==> config.mk <==
export PLATFORM = sky130hd
export DESIGN_NAME = spa_cell
export DESIGN_NICKNAME = d
export VERILOG_FILES = /design/src/design/assert_macros.svh /design/src/design/spa_pkg.sv /design/src/design/spa_cell.sv
export SDC_FILE = /design/constraint.sdc
export NUM_CORES = 2
export LEC_CHECK = 0
export BUFFER_PORTS_ARGS = -buffer_cell sky130_fd_sc_hd__buf_2
export CAP_MARGIN = 20
export CELL_PAD_IN_SITES_DETAIL_PLACEMENT = 0
export CELL_PAD_IN_SITES_GLOBAL_PLACEMENT = 1
export CORE_ASPECT_RATIO = 0.6
export CORE_UTILIZATION = 35
export CTS_BUF_LIST = sky130_fd_sc_hd__clkbuf_8
export DETAILED_ROUTE_END_ITERATION = 8
export PLACE_DENSITY = 0.65
export SLEW_MARGIN = 20
export SYNTH_ARGS = -nofsm -noshare
export SYNTH_HDL_FRONTEND = slang
export SYNTH_SLANG_ARGS = --single-unit
==> constraint.sdc <==
create_clock -name clk -period 16.3 [get_ports clk]
set_input_delay 0.815 -clock clk [delete_from_list [all_inputs] [get_ports clk]]
set_output_delay 0.815 -clock clk [all_outputs]
set_load 0.05 [all_outputs]
==> src/design/assert_macros.svh <==
// Assertion macros for the stereo allpass phaser.
// Bodies use the clk and arst_n names of the module that includes this file.
`ifndef ASSERT_MACROS_SVH
`define ASSERT_MACROS_SVH

// Same-cycle implication, disabled during reset.
`define SPA_ASSERT_IMP(lbl, ante, cons, msg) \
	lbl: assert property (@(posedge clk) disable iff (!arst_n) (ante) |-> (cons)) \
		else $error(msg);

// Next-cycle implication, disabled during reset.
`define SPA_ASSERT_NEXT(lbl, ante, cons, msg) \
	lbl: assert property (@(posedge clk) disable iff (!arst_n) (ante) |=> (cons)) \
		else $error(msg);

`endif

==> src/design/spa_pkg.sv <==
// Shared types and constants of the stereo allpass phaser.
// No dependencies; imported by spa_cell, stereo_allpass_phaser and the test bench.
`timescale 1ns / 1ps

package spa_pkg;

	localparam int Q15_SHIFT = 15;
	localparam int Q15_RND   = 16384;
	localparam logic [15:0] MIX_UNITY = 16'h8000;

	localparam int CFG_IDX_W = 2;
	localparam logic [CFG_IDX_W-1:0] CFG_STAGE_COUNT   = 2'd0;
	localparam logic [CFG_IDX_W-1:0] CFG_FEEDBACK_GAIN = 2'd1;
	localparam logic [CFG_IDX_W-1:0] CFG_WET_MIX       = 2'd2;

	localparam logic [3:0]  STAGE_COUNT_RST = 4'd4;
	localparam logic [15:0] WET_MIX_RST     = 16'd16384;

	typedef enum logic [1:0] {
		ST_IDLE,
		ST_FEED,
		ST_RUN,
		ST_FIN
	} spa_state_t;

	// Token handed from cell to cell along with the sample pair.
	typedef struct packed {
		logic               valid;
		logic signed [15:0] coef;
	} spa_tok_t;

endpackage

==> src/design/spa_cell.sv <==
// One first-order allpass stage for both channels, one cell of the row.
// Depends on spa_pkg; instantiated by stereo_allpass_phaser.
`timescale 1ns / 1ps

module spa_cell import spa_pkg::*; #(
	parameter int SAMPLE_BITS = 24,
	parameter int IDX = 0,
	parameter int NW = 4
) (
	input  logic                          clk,
	input  logic                          arst_n,
	input  logic [NW-1:0]                 stage_n,
	input  spa_tok_t                      tok_i,
	input  logic signed [SAMPLE_BITS-1:0] x_i [2],
	output spa_tok_t                      tok_o,
	output logic signed [SAMPLE_BITS-1:0] x_o [2]
);

	localparam int SW = SAMPLE_BITS;
	localparam int PW = SW + 17;
	localparam logic [NW-1:0] IDX_N = NW'(IDX);
	localparam logic signed [PW-1:0] SMAX = $signed({{(PW-SW+1){1'b0}}, {(SW-1){1'b1}}});
	localparam logic signed [PW-1:0] SMIN = ~SMAX;

	function automatic logic signed [SW-1:0] sat(input logic signed [PW-1:0] v);
		logic signed [SW-1:0] r;
		if (v > SMAX) begin
			r = SMAX[SW-1:0];
		end else if (v < SMIN) begin
			r = SMIN[SW-1:0];
		end else begin
			r = v[SW-1:0];
		end
		return r;
	endfunction

	logic signed [SW-1:0] pin_q  [2];
	logic signed [SW-1:0] pout_q [2];
	logic signed [SW-1:0] y      [2];
	logic signed [PW-1:0] diff   [2];
	logic signed [PW-1:0] prod   [2];
	logic signed [PW-1:0] sum    [2];
	logic                 upd;

	assign upd = tok_i.valid && (IDX_N < stage_n);

	always_comb begin
		for (int ch = 0; ch < 2; ch++) begin
			diff[ch] = PW'(pout_q[ch]) - PW'(x_i[ch]);
			prod[ch] = diff[ch] * PW'(tok_i.coef) + PW'(Q15_RND);
			sum[ch]  = PW'(pin_q[ch]) + (prod[ch] >>> Q15_SHIFT);
			y[ch]    = sat(sum[ch]);
		end
	end

	always_ff @(posedge clk or negedge arst_n) begin
		if (!arst_n) begin
			for (int ch = 0; ch < 2; ch++) begin
				pin_q[ch]  <= '0;
				pout_q[ch] <= '0;
			end
		end else if (upd) begin
			for (int ch = 0; ch < 2; ch++) begin
				pin_q[ch]  <= x_i[ch];
				pout_q[ch] <= y[ch];
			end
		end
	end

	always_ff @(posedge clk or negedge arst_n) begin
		if (!arst_n) begin
			tok_o <= '0;
		end else begin
			tok_o <= tok_i;
		end
	end

	// pass the sample through unchanged in a stage beyond the count
	always_ff @(posedge clk) begin
		for (int ch = 0; ch < 2; ch++) begin
			x_o[ch] <= upd ? y[ch] : x_i[ch];
		end
	end

endmodule

* Word level (Yosys, flattened, before mapping) *
Cells that the tools add are included.

operators by class
  add/subtract/negate cells = 6
  multiply operators = 2
  magnitude comparators = 5
  multiplexer cells = 6
  reduce and logical (&&, ||, !) cells = 1

operators with widths
  cell                                                           count
  two-way mux 24 bit                                             6
  adder 41 x 16 -> 41 bit (second input constant)                2
  multiplier 25 x 16 -> 41 bit                                   2
  adder 24 x 26 -> 27 bit                                        2
  > comparator 27 x 24 -> 1 bit (second input constant)          2
  less-than comparator 27 x 24 -> 1 bit (second input constant)  2
  subtractor 24 x 24 -> 25 bit                                   2
  less-than comparator 1 x 4 -> 1 bit (first input constant)     1
  logical AND 1 bit                                              1

word-level totals
  register bits = 161
  bits of input ports = 71
  output and inout port bits = 65
  logic and storage cells = 28

* Logic depth before layout (Yosys ltp) *
  word-level depth = 8
  gate-level depth with buffers = 47
  depth with buffers taken out = 43

* Least setup slack after synthesis *
OpenSTA, ideal clock, no wires.

  path type = input -> register
  start = in x_i[0] (netlist name)
  end = reg pout_q[10] (netlist name)
  library setup time = 0.083 ns
  data arrival time = 11.071 ns
  required time = 16.217 ns
  path slack = 5.146 ns
  cell stages on the path = 43
  buffers on the path = 3
  path through = ha_1 -> fa_1 -> nand2b_1 -> a21boi_0 -> o21ai_0 -> a211oi_1 -> o21a_1 -> o21a_1 -> o21a_1 -> or3_1 -> clkbuf_1 -> clkbuf_1 -> nand3_1 -> fa_1 -> inv_1 -> fa_1 -> fa_1 -> fa_1 -> (+7 left out) -> a221o_1 -> or3_1 -> o211ai_2 -> o21ai_1 -> or4_1 -> a31oi_1 -> xnor2_1 -> ha_1 -> a21oi_1 -> o21ai_0 -> a31o_2 -> o21a_1 -> nor4_1 -> o211ai_1 -> nor4_2 -> o21ai_2 -> clkbuf_1 -> o21ai_0

between the ends
  word-level cells in the longest chain between the ends = 7
  elaborated cells between the ends (all ways) = 8
  classes of those cells = add/sub: 3; mul: 1; order compare: 2; mux: 2

RTL lines
  element                                line            RTL
  from (decl)                            spa_cell.sv:14  input logic signed [SAMPLE_BITS-1:0] x_i [2],
  subtractor 24 x 24 -> 25 bit (*)       spa_cell.sv:49  diff[ch] = PW'(pout_q[ch]) - PW'(x_i[ch]);
  multiplier 25 x 16 -> 41 bit (*)       spa_cell.sv:50  prod[ch] = diff[ch] * PW'(tok_i.coef) + PW'(Q15_RND);
  adder 41 x 16 -> 41 bit (*)            spa_cell.sv:50
  adder 24 x 26 -> 27 bit (*)            spa_cell.sv:51  sum[ch] = PW'(pin_q[ch]) + (prod[ch] >>> Q15_SHIFT);
  less-than comparator 27 x 24 -> 1 bit  spa_cell.sv:29  end else if (v < SMIN) begin
  two-way mux 24 bit                     spa_cell.sv:29
  two-way mux 24 bit (*)                 spa_cell.sv:27  if (v > SMAX) begin
  to (signal, indexed assignment)        spa_cell.sv:65  pout_q[ch] <= y[ch];
  to (decl)                              spa_cell.sv:38  logic signed [SW-1:0] pout_q [2];

Mark *: on every way between the ends. The rest lies on a longest branch, timed or not.
A chain may end at the register's enable or synchronous reset.

* Final worst setup path *
  start = reg pout_q[25] (netlist name)
  end = reg x_o[32] (netlist name)

between the ends
  word-level cells in the longest chain between the ends = 8
  elaborated cells between the ends (all ways) = 9
  classes of those cells = add/sub: 3; mul: 1; order compare: 2; mux: 3

RTL lines
  element                                line            RTL
  subtractor 24 x 24 -> 25 bit (*)       spa_cell.sv:49
  multiplier 25 x 16 -> 41 bit (*)       spa_cell.sv:50
  adder 41 x 16 -> 41 bit (*)            spa_cell.sv:50
  adder 24 x 26 -> 27 bit (*)            spa_cell.sv:51
  less-than comparator 27 x 24 -> 1 bit  spa_cell.sv:29
  two-way mux 24 bit                     spa_cell.sv:29
  two-way mux 24 bit (*)                 spa_cell.sv:27
  two-way mux 24 bit (*)                 spa_cell.sv:81  x_o[ch] <= upd ? y[ch] : x_i[ch];
  to (signal, indexed assignment)        spa_cell.sv:81
  to (decl)                              spa_cell.sv:16  output logic signed [SAMPLE_BITS-1:0] x_o [2]

Marks and branches as above.

==> results.toml <==
[worst_setup_path]
timing.critical_path.to_type = "flop"
timing.critical_path.buf_inv = 4
critical_path.max_fanout = 30
timing.critical_path.arrival_ns = 13.37
critical_path_required_ns = 16.80
slowest_stage = "sky130_fd_sc_hd__o21ai_2"
start_kind = "flop"
cpPeakStageDelay_ns = 0.64
crit_top_cell = "sky130_fd_sc_hd__fa_1"
critical_path_class = "flop to flop"
critical_path.top_delay_family = "compound AO/OA/AOI/OAI gates"

[sta]
rsz0062_at_grt = "no"
final_max_slew_viol_count = 0
whs_ns = 0.232
timing.final.crit_share = 0.789
clock-skew-final_ns = 0.0331
slew_headroom = 0.244
finalSetupViolCount = 0
worst-slew-pin-transition_ns = 1.13
finalCriticalPeriod_ns = 12.87
max_clock_freq_mhz = 77.7
timing.setup.tns_ns = 0
timing_hold_violations_final = 0

[die]
initial_core_util = 0.354
chipHeight_um = 263
full_die_area_um2 = 115000
io_pins = 136
dieWidth_um = 437
design.core.area_um2 = 112000
core.rowCount = 95

[drt]
vias = 30723
post_route_drc_violation_count = 6
postRouteWirelength_mm = 118
wire_per_inst_um = 19.4
viasPerCell = 5.04
ant_nets = 0
first_pass_iters = 7
dr.first_iter.drc_count = 1981

[min_path]
min_path_type = "input pin to async pin"

[final_layout]
drive_gt1_frac = 0.0630
fill_cells = 11632
fin_area_um2 = 42500
fin_util = 0.378
final_net_count = 5719
area_used_by_sequential_logic_in_the_layout_um2 = 3790
flow.area_growth_from_synthesis_pct = 6.81
multiInputGateArea_um2 = 31600

[placed_design]
io_buffers = 135
gpl.final_weighted_congestion = 0.869
place_hpwl_mm = 90.9
placement.cell_area_um2 = 42100

[yosys]
post_synth.cell_area_avg_um2 = 8.67
synth_seq_cells = 161
synthTopCellsByCount = "sky130_fd_sc_hd__inv_1 (926), sky130_fd_sc_hd__fa_1 (780), sky130_fd_sc_hd__nand2_1 (563)"
synth_nets = 5733
synth_top_area_frac = 0.393
ys_seq_area_frac = 0.0952
async_flop_share = 0.702
number_of_unique_standard_cell_types_used_by_synthesis = 77
yosys-top-cells-area = "sky130_fd_sc_hd__fa_1 (39%), sky130_fd_sc_hd__ha_1 (9.2%), sky130_fd_sc_hd__inv_1 (8.7%)"
yosys_warnings = 0
post_synth_instance_area_um2 = 39800
synth_area_leader_cell = "sky130_fd_sc_hd__fa_1"
ys_dominant_reg_cell = "sky130_fd_sc_hd__dfrtp_1"
post_synth_inst_count = 4590
yosysMostFrequentCell = "sky130_fd_sc_hd__inv_1"
synth-edff-count = 0

[grt]
global_route.overflow_total = 0
grt_pass1_vias = 31420
grt_pass1_wl_mm = 190
grt_resource_usage_total = 0.213
grt_max_degree = 76
grt_antenna_before_repair = 2

[clock_network]
clock_sink_count = 161
clock_tree.root_cell = "sky130_fd_sc_hd__clkbuf_8"
total_cts_buffers = 17
worst_skew_pair.late_latency_ns = 0.60
clock_tree.htree_level_count = 4
cts_tree = "done"
post_cts.resized_instances = 0
clk_pin_slew_ns = 0.12
ctsHoldBuffers = 0
cts_setup_buffers = 0
cts_max_path_buffers = 2

[status]
violations_in_the_final_reports = "DRC"
run_status = "complete, but fails checks"

[run]
timing.max_cap.violations = 0
==> path summary, 6_finish.rpt <==
path | start | endpoint | slack, ns | depth (start not counted)
max | pout_q[25] | x_o[32] | 3.43 | 39
min | arst_n | tok_o[3] | 0.23 | 1
max reg2reg | pout_q[25] | x_o[32] | 3.43 | 39
min reg2reg | pout_q[6] | pout_q[6] | 0.50 | 2
max in group asynchronous | arst_n | pout_q[2] | 14.74 | 2
min in group clk | tok_i[16] | tok_o[16] | 0.36 | 1
==> state kept, by name, summed over array words and instances, names as in the netlist <==
register / flops
pin_q: 48
tok_o: 17
x_o: 48
pout_q: 48
==> cells by family after synthesis <==
kind of cell,count (synthesis),synth area share
compound gates,627,0.0995
xor+xnor,129,0.0284
fa+ha+maj,1072,0.484
buf+inv,1175,0.111
flops,161,0.0952
mux,23,0.00613
simple gates,1403,0.175
==> metal layers <==
metal | share of wire | global-route usage
met3 | 0.058 | 0.0309
met4 | 0.0066 | 0.0254
met2 | 0.40 | 0.295
met1 | 0.53 | 0.351
met5 | 0 | 0
==> area by class of cell <==
class / count / area share
Antenna cell: 6 / 0.000353
Clock buffer: 18 / 0.00583
Timing Repair Buffer: 215 / 0.0302
Multi-Input combinational cell: 3254 / 0.744
Clock inverter: 14 / 0.00395
Sequential cell: 161 / 0.0892
Inverter: 927 / 0.0819
Tap cell: 1503 / 0.0443
==> layout by cell type (no fill, tap or decap), types with 11 or more instances in the layout <==
cell type	netlist	final
sky130_fd_sc_hd__a211oi_1	20	19
sky130_fd_sc_hd__a21o_1	41	41
sky130_fd_sc_hd__a21oi_1	149	149
sky130_fd_sc_hd__a221o_1	11	11
sky130_fd_sc_hd__a311oi_1	11	11
sky130_fd_sc_hd__a31oi_1	25	24
sky130_fd_sc_hd__and2_1	256	256
sky130_fd_sc_hd__and3_1	30	30
sky130_fd_sc_hd__buf_2	12	134
sky130_fd_sc_hd__buf_4	0	80
sky130_fd_sc_hd__clkbuf_8	0	18
sky130_fd_sc_hd__dfrtp_1	113	113
sky130_fd_sc_hd__dfxtp_1	48	48
sky130_fd_sc_hd__fa_1	780	780
sky130_fd_sc_hd__ha_1	292	292
sky130_fd_sc_hd__inv_1	926	928
sky130_fd_sc_hd__mux2_2	11	11
sky130_fd_sc_hd__mux2i_1	12	12
sky130_fd_sc_hd__nand2_1	563	562
sky130_fd_sc_hd__nand2b_1	51	51
sky130_fd_sc_hd__nand3_1	132	132
sky130_fd_sc_hd__nand4_1	38	38
sky130_fd_sc_hd__nand4b_1	13	13
sky130_fd_sc_hd__nor2_1	151	150
sky130_fd_sc_hd__nor2b_1	76	76
sky130_fd_sc_hd__nor3_1	29	29
sky130_fd_sc_hd__o211ai_1	29	29
sky130_fd_sc_hd__o21a_1	35	35
sky130_fd_sc_hd__o21ai_0	176	175
sky130_fd_sc_hd__o21ai_1	10	11
sky130_fd_sc_hd__o21bai_1	15	15
sky130_fd_sc_hd__o22ai_1	25	25
sky130_fd_sc_hd__xnor2_1	94	91
sky130_fd_sc_hd__xor2_1	35	32
==> through the flow <==
stage	instances	worst slack [ns]
after floorplan	4590	5.15
after global placement	6060	3.01
after detailed placement	6060	2.79
after CTS	6092	3.30
after global routing	6094	2.50
final	6098	3.43
Power is not shown: default switching activity piles up to over one toggle a cycle in this logic, so the estimate is an artifact.
